[config.mk]
export PLATFORM = sky130hd
export DESIGN_NAME = btbf_front_flat
export DESIGN_NICKNAME = d
export VERILOG_FILES = /design/src/hdl/two_level_btb_fill_lru_top_assert.svh /design/src/hdl/btbf_pkg.sv /design/src/hdl/btbf_req_if.sv /design/src/hdl/btbf_front.sv /design/src/flat_wrapper.sv
export SDC_FILE = /design/constraint.sdc
export NUM_CORES = 1
export LEC_CHECK = 0
export BUFFER_PORTS_ARGS = -buffer_cell sky130_fd_sc_hd__buf_4
export CORE_MARGIN = 4
export CORE_UTILIZATION = 45
export DETAILED_ROUTE_END_ITERATION = 8
export PLACE_DENSITY = 0.7
export SYNTH_ARGS = -nofsm -noshare
export SYNTH_HDL_FRONTEND = slang
export SYNTH_SLANG_ARGS = --single-unit
export TNS_END_PERCENT = 50
[constraint.sdc]
create_clock -name clock -period 11.7 [get_ports clock]
set_input_delay 2.34 -clock clock [delete_from_list [all_inputs] [get_ports clock]]
set_output_delay 2.34 -clock clock [all_outputs]
set_load 0.01 [all_outputs]
[src/hdl/two_level_btb_fill_lru_top_assert.svh]
// Assertion macros shared by the branch target buffer RTL.
`ifndef TWO_LEVEL_BTB_FILL_LRU_TOP_ASSERT_SVH
`define TWO_LEVEL_BTB_FILL_LRU_TOP_ASSERT_SVH
`ifndef SYNTHESIS
`define BTBF_ASSERT(lbl, clk, rst, prop) \
   lbl: assert property (@(posedge clk) disable iff (rst) prop) \
      else $error("btbf assertion failed");
`define BTBF_ASSERT_ALWAYS(lbl, clk, prop) \
   lbl: assert property (@(posedge clk) prop) else $error("btbf assertion failed");
`else
`define BTBF_ASSERT(lbl, clk, rst, prop)
`define BTBF_ASSERT_ALWAYS(lbl, clk, prop)
`endif
`endif

[src/hdl/btbf_pkg.sv]
package btbf_pkg;

   localparam int ADDR_BITS      = 64;
   localparam int L1_SET_BITS    = 6;
   localparam int L1_WAYS        = 4;
   localparam int L1_WAY_BITS    = 2;
   localparam int L1_TAG_BITS    = ADDR_BITS - 2 - L1_SET_BITS;
   localparam int L1_DATA_BITS   = L1_TAG_BITS + ADDR_BITS;
   localparam int L2_SET_BITS    = 10;
   localparam int L2_WAYS        = 8;
   localparam int L2_WAY_BITS    = 3;
   localparam int L2_TAG_BITS    = 16;
   localparam int L2_TARGET_BITS = 32;
   localparam int L2_DATA_BITS   = L2_TAG_BITS + L2_TARGET_BITS;
   localparam int SLICE_BITS     = 14;
   localparam int CLR_BITS       = (L1_SET_BITS > L2_SET_BITS) ? L1_SET_BITS : L2_SET_BITS;
   localparam int QUEUE_DEPTH    = 2;
   localparam int QUEUE_PTR_BITS = 1;
   localparam int QUEUE_CNT_BITS = 2;

   localparam logic KIND_FILL   = 1'b0;
   localparam logic KIND_LOOKUP = 1'b1;

   localparam logic [1:0] LEVEL_L1   = 2'd0;
   localparam logic [1:0] LEVEL_L2   = 2'd1;
   localparam logic [1:0] LEVEL_BOTH = 2'd2;
   localparam logic [1:0] LEVEL_NONE = 2'd3;

   typedef enum logic [1:0] {
      ST_CLEAR,
      ST_IDLE,
      ST_EVAL
   } state_type;

   typedef struct packed {
      logic                      kind;
      logic [1:0]                level;
      logic [L1_SET_BITS-1:0]    l1_set;
      logic [L1_TAG_BITS-1:0]    l1_key;
      logic [L2_SET_BITS-1:0]    l2_set;
      logic [L2_TAG_BITS-1:0]    l2_key;
      logic [ADDR_BITS-1:0]      target;
   } item_type;

   typedef struct packed {
      logic     valid;
      item_type item;
   } head_type;

   typedef struct packed {
      logic pop;
      logic clearing;
   } ctrl_type;

   typedef struct packed {
      logic [L1_WAYS-1:0]                  valid;
      logic [L1_WAYS-1:0][L1_WAY_BITS-1:0] age;
   } l1_meta_type;

   typedef struct packed {
      logic [L2_WAYS-1:0]                  valid;
      logic [L2_WAYS-1:0][L2_WAY_BITS-1:0] age;
   } l2_meta_type;

   localparam int L1_META_BITS = $bits(l1_meta_type);
   localparam int L2_META_BITS = $bits(l2_meta_type);

   function automatic l1_meta_type l1_meta_reset();
      l1_meta_type m;
      m.valid = '0;
      for (int w = 0; w < L1_WAYS; w++) begin
         m.age[w] = L1_WAY_BITS'(w);
      end
      return m;
   endfunction

   function automatic l2_meta_type l2_meta_reset();
      l2_meta_type m;
      m.valid = '0;
      for (int w = 0; w < L2_WAYS; w++) begin
         m.age[w] = L2_WAY_BITS'(w);
      end
      return m;
   endfunction

endpackage

[src/hdl/btbf_req_if.sv]
interface btbf_req_if;
   logic                            valid;
   logic                            ready;
   logic                            kind;
   logic [1:0]                      level;
   logic [btbf_pkg::ADDR_BITS-1:0]  branch_address;
   logic [btbf_pkg::ADDR_BITS-1:0]  jump_target;

   modport source (output valid, kind, level, branch_address, jump_target, input ready);
   modport sink   (input valid, kind, level, branch_address, jump_target, output ready);
endinterface

[src/hdl/btbf_front.sv]
module btbf_front (
   input  logic                clock,
   input  logic                reset,
   btbf_req_if.sink            req_if,
   input  btbf_pkg::ctrl_type  ctrl,
   output btbf_pkg::head_type  head
);
   btbf_pkg::item_type entry_ff [btbf_pkg::QUEUE_DEPTH];
   logic [btbf_pkg::QUEUE_PTR_BITS-1:0] wr_ptr_ff, wr_ptr_in, rd_ptr_ff, rd_ptr_in;
   logic [btbf_pkg::QUEUE_CNT_BITS-1:0] count_ff, count_in;
   btbf_pkg::item_type new_item;
   logic push;
   logic [btbf_pkg::SLICE_BITS-1:0] lo_slice, hi_slice, mixed;

   // Split the address into the set and tag of each level.
   always_comb begin
      lo_slice = req_if.branch_address[2 +: btbf_pkg::SLICE_BITS];
      hi_slice = req_if.branch_address[2 + btbf_pkg::SLICE_BITS +: btbf_pkg::SLICE_BITS];
      mixed    = lo_slice ^ hi_slice;
      new_item.kind   = req_if.kind;
      new_item.level  = req_if.level;
      new_item.l1_set = req_if.branch_address[2 +: btbf_pkg::L1_SET_BITS];
      new_item.l1_key = req_if.branch_address[btbf_pkg::ADDR_BITS-1:2+btbf_pkg::L1_SET_BITS];
      new_item.l2_set = mixed[btbf_pkg::L2_SET_BITS-1:0];
      new_item.l2_key = req_if.branch_address[2 +: btbf_pkg::L2_TAG_BITS];
      new_item.target = req_if.jump_target;
   end

   assign req_if.ready = (count_ff != btbf_pkg::QUEUE_CNT_BITS'(btbf_pkg::QUEUE_DEPTH))
                         && !ctrl.clearing;
   assign push = req_if.valid && req_if.ready;

   always_comb begin
      wr_ptr_in = push ? wr_ptr_ff + 1'b1 : wr_ptr_ff;
      rd_ptr_in = ctrl.pop ? rd_ptr_ff + 1'b1 : rd_ptr_ff;
      count_in  = count_ff + btbf_pkg::QUEUE_CNT_BITS'(push)
                  - btbf_pkg::QUEUE_CNT_BITS'(ctrl.pop);
   end

   always_ff @(posedge clock) begin
      if (reset) begin
         wr_ptr_ff <= '0;
         rd_ptr_ff <= '0;
         count_ff  <= '0;
      end else begin
         wr_ptr_ff <= wr_ptr_in;
         rd_ptr_ff <= rd_ptr_in;
         count_ff  <= count_in;
      end
   end

   always_ff @(posedge clock) begin
      if (push) begin
         entry_ff[wr_ptr_ff] <= new_item;
      end
   end

   assign head.valid = (count_ff != '0);
   assign head.item  = entry_ff[rd_ptr_ff];
endmodule

[src/flat_wrapper.sv]
// flat-port wrapper written by rule: the top's interface ports become plain ports
module btbf_front_flat 
  (clock, reset, ctrl, head, req_if_valid, req_if_kind, req_if_level, req_if_branch_address, req_if_jump_target, req_if_ready);
  btbf_req_if req_if_i ();
  input  logic clock;
  input  logic reset;
  input  btbf_pkg::ctrl_type ctrl;
  output btbf_pkg::head_type head;
  input wire logic [$bits(req_if_i.valid)-1:0] req_if_valid;
  input wire logic [$bits(req_if_i.kind)-1:0] req_if_kind;
  input wire logic [$bits(req_if_i.level)-1:0] req_if_level;
  input wire logic [$bits(req_if_i.branch_address)-1:0] req_if_branch_address;
  input wire logic [$bits(req_if_i.jump_target)-1:0] req_if_jump_target;
  output wire logic [$bits(req_if_i.ready)-1:0] req_if_ready;
  assign req_if_i.valid = req_if_valid;
  assign req_if_i.kind = req_if_kind;
  assign req_if_i.level = req_if_level;
  assign req_if_i.branch_address = req_if_branch_address;
  assign req_if_i.jump_target = req_if_jump_target;
  assign req_if_ready = req_if_i.ready;
  btbf_front u_core (.clock(clock), .reset(reset), .req_if(req_if_i), .ctrl(ctrl), .head(head));
endmodule
Yosys cells after proc, flatten, opt, wreduce, memory -nomap -nowiden
Memory sizes are Yosys's and may differ from the RTL's. A register that Yosys moved wholly into a read port is not among the register bits. Index checks and enable logic that the tools add are counted.

$add $sub $neg: 4. Multipliers: 0. Div/mod/pow operators: 0. $lt $le $gt $ge: 0. Equal/unequal tests: 1. Shifts and indexed selects: 0. Mux-type cells: 4. Bitwise operators: 1. Reductions and logical operators: 4.

Operators with widths (count): $xor 10x10->10 (1); $mux 1 (4); $add 1x1->1 const B (2); $add 2x1->2 (1); $logic_and 1x1->1 (2); $ne 2x2->1 const B (1); $reduce_bool 2->1 (1); $sub 2x1->2 (1); $logic_not 1->1 (1).

Register bits after elaboration: 4. Latch bits: 0. Bits in writable memories: 310. ROM bits: 0. Input port bits: 136. Output and inout port bits: 157. Logic and storage cells: 18. Memories kept: 1.

Memory list: u_core.entry_ff (words 2, bits a word 155, rd ports 1, clocked after memory_dff 1, write ports 1, RTL line btbf_front.sv:8) `btbf_pkg::item_type entry_ff [btbf_pkg::QUEUE_DEPTH];`.

Depth between registers and ports, before layout
Word-level depth: 5. Depth in mapped cells: 7. Mapped depth without buffers: 7.

Least setup slack after synthesis
No wires, ideal clock.

Kind: in2reg. Start point: input ctrl[0] in the netlist's numbering. End point: memory u_core.entry_ff[0][0] in the netlist's numbering, enable pin. Arrival: 8701 ps. Path slack: 2344 ps. Cell stages on the path: 2. Buffers on the path: 0. Cell sequence: nor3b_4 -> nor2b_1.

Longest elaborated chain between the ends: 5.

RTL lines: from (decl) (RTL line flat_wrapper.sv:7) `input btbf_pkg::ctrl_type ctrl;`; $logic_not 1->1 (RTL line btbf_front.sv:30) `&& !ctrl.clearing;`; $logic_and 1x1->1 (RTL line btbf_front.sv:30); $logic_and 1x1->1 (RTL line btbf_front.sv:31) `assign push = req_if.valid && req_if.ready;`; $mux 1 (RTL line btbf_front.sv:53) `if (push) begin`; $mux 1 (not written as such) (RTL line btbf_front.sv:54) `entry_ff[wr_ptr_ff] <= new_item;`; to (decl) (RTL line btbf_front.sv:8).

Every way passes these cells.

==> key figures <==
Status
  • Outcome: finished, final reports clean

GRT
  • Number of global-route vias before repair: 5,909
  • Global-route wire length before repair: 31.6 mm
  • Remaining Overflow, GRT: 0
  • Pin count of the biggest net entering global routing: 86
  • Number of antenna violations at the first check in global routing: 0
  • Aggregate global-route resource usage: ~15%

Placed design
  • Post-placement cell area: between 10,000 and 15,000 um2
  • Weighted congestion at the end of routability-driven global placement: 0.742
  • Buffers on Ports: 290
  • Worst slack, placed: 6.67 ns
  • Dpl hpwl: 13.6 mm

Worst setup path
  • CP Buf/Inv Count: 2
  • Crit path capture type: output pin
  • Worst Path Max Fanout: between 80 and 90
  • Cell family contributing the most delay on the critical path: buffers and inverters
  • Critical Path Slowest Stage Cell: buf_4
  • Required time at the worst-slack endpoint: about 9.4 ns
  • Crit path arrival time: 2.98 ns
  • Critical path's largest stage delay: around 0.96 ns
  • Most repeated library cell on the critical path: buf_4
  • Logic depth of the worst path, buffers included: 3
  • Startpoint type of the worst setup path: flip-flop
  • Logic depth of the worst register-to-register path: 4
  • Kind of critical path: flip-flop to output pin
  • Cell breakdown of the critical path: buf_4, mux2_2, buf_4

Synthesis
  • Mapped Nets: 621
  • Synth Flop Type: edfxtp_1
  • XOR/XNOR Fraction of Synth Area: under 10%
  • Register area share after synthesis: 80.3%
  • Mean Syn Cell Area: 21.8 um2
  • Cell taking the most area after synthesis: edfxtp_1
  • Mux share of post-synthesis cell area: 15.0%
  • Combinational family with the most area after synthesis: multiplexers
  • Share of synthesized registers carrying an async set or reset: 0%
  • Commonest cells post-synth: 278 x edfxtp_1, 140 x mux2_2, 18 x buf_4, 11 x buf_6, 11 x xor2_1
  • Yosys synthesis warning count: 0
  • Total of flip-flops plus latches after synthesis: 283
  • Mapped Area: 10,500 um2
  • Simple-gate share of the synthesized area: 0.785%
  • Ranking of synthesized cells by area: edfxtp_1 79%, mux2_2 15%, buf_4 1.3%
  • Count of flip-flops with a built-in enable after synthesis: about 280
  • Top cell type's share of synthesized area: 79.3%
  • Count of unique library cells instantiated by Yosys: 16
  • Most instantiated library cell after synthesis: edfxtp_1
  • Compound-cell area share of the yosys netlist: 0%
  • Adder-cell area share of the yosys netlist: 0.238%
  • Synthesized netlist cell count: roughly 480

Clock tree
  • Clock tree from TritonCTS: yes
  • Post-CTS Resized: 0
  • Post-CTS setup buffer count: 0
  • Clock Sinks: 283
  • Clock latency at the later pin of the worst-skew pair: approximately 0.52 ns
  • Number of buffers inserted by hold repair at cts: 0
  • CTS buffer count: 29
  • Clock transition at path regs: 0.06 ns
  • H-tree depth: 1
  • Buffer depth of the longest clock path: 3
  • Root Buffer: clkbuf_16

Timing
  • Achievable frequency: 0.188 GHz
  • Unrepaired setup endpoints after global routing: no
  • Final setup TNS: 0 ns
  • Worst rel slew slack: 25.1%
  • Number of slew-limit violations in the final report: 0
  • Setup violation total in the final timing report: 0
  • Final Hold Vio Count: 0
  • Setup slack of the critical path after layout: 6.38 ns
  • Slew @ Worst Pin: 1.12 ns
  • Shortest clock period the worst path allows after layout: 5.32 ns
  • Ratio of final minimum period to clock period: around 46%
  • Worst clock skew on the final layout: a little over 0.009 ns

Floorplanning
  • Cell row count: 55
  • Die height: 161 um
  • I/O pin cnt: 293
  • Starting Density: 46.1%
  • Die boundary width: 161 um
  • Core Box Area: 22,800 um2
  • Die ar.: 25,900 um2

Detailed routing
  • First DRT Iteration DRCs: 283
  • Via density: 4.77
  • Detailed-route wire length: 20.4 mm
  • Final routed wire length divided by cell count: 18.4 um
  • Number of nets with antenna violations after detailed routing: 0
  • DRC violations left: 0
  • First-pass iteration count of the detailed router: 4
  • Total vias in the final route: 5,284

Power
  • Total power consumption of the routed design: 2.32 mW
  • VDD IR max: 0.000118 V
  • Lkg Pwr: 5.05 nW
  • PD cells: roughly 170 nW/um2

Cells and area
  • Share of layout cells above drive strength 1: about three fifths
  • Area growth, synth to finish: 30.2%
  • Final design instance area without fill: 13,700 um2
  • Fill cell instance count of the final layout: 1,707
  • Fraction of the core area covered by cells at the end of the flow: 60.0%
  • Net total in the final layout: between 900 and 1k
  • # diodes: 0

Flow run
  • MaxCap Viol Count: 0

Worst hold path
  • Type of the worst min-delay path: flip-flop to flip-flop
  • Hold Path Depth: 2
metal layers:
metal  routed length, um  global-route usage (%)  vias to the layer above
met2               10700                    27.3                      182
met4                 505                    4.03                        0
met1                7740                    17.9                     2617
li1                    -                       -                     2453
met5                   0                       0                        -
met3                1400                    4.11                       32
final cells by class:
cell class,count,area (um2),share of cell area (%)
clock buffer,38,759,5.54
tap,313,392,2.86
multi-input combinational,167,1810,13.2
clock inverter,10,77.6,0.566
inverter,2,7.51,0.0548
sequential,283,8450,61.7
timing repair buffer,294,2210,16.1
tightest hold or removal path, stage by stage, from the launching register on:
cell     delay [ns]
dfxtp_1        0.33
xnor2_1        0.09
nor2_1         0.08
through the flow:
stage	hold slack (ns)	instances
2_1_floorplan	0.480	483
3_3_place_gp	0.492	1059
3_5_place_dp	0.534	1059
4_1_cts	0.550	1107
5_1_grt	0.578	1107
6_report	0.535	1107
sequential cells by signal (all words and copies together) (netlist names), named ones only:
name and count:
u_core.wr_ptr_ff 1, u_core.count_ff 2, u_core.rd_ptr_ff 1, u_core.entry_ff 278
power by group:
group / total, mW / internal (mW) / switching [mW]
Combinational: 0.300 / 0.161 / 0.139
Sequential: 1.20 / 1.18 / 0.0204
Clock: 0.816 / 0.474 / 0.343
logic make-up after synthesis:
family | after synthesis
muxes | 140
DFF | 283
xor gates and xnor gates | 13
buffers and inverters | 33
adders and majority gates | 2
and+or+nand+nor | 12
final timing paths:
check | endpoint | slack (ns) | from
worst max-delay path | head[76] | 6.38 | flip-flop
worst min-delay path | u_core.rd_ptr_ff | 0.53 | u_core.rd_ptr_ff
worst max register to register | u_core.entry_ff[0][21] | 8.78 | u_core.count_ff[1]
worst min register to register | u_core.rd_ptr_ff | 0.53 | u_core.rd_ptr_ff
placed cells by master, fill, tap and decap left out, types with 2 or more instances in the layout:
cell type  synthesis  layout
buf_4             18     294
edfxtp_1         278     278
mux2_2           140     140
clkbuf_16          0      29
xor2_1            11      11
clkbuf_1           0       9
nor2_1             5       5
clkinv_2           0       4
dfxtp_1            5       4
clkinv_1           0       3
inv_1              2       2
nor2b_4            1       2
nor2b_1            3       2
xnor2_1            2       2
ha_1               2       2
No activity file was read; power rests on OpenSTA's default activity.
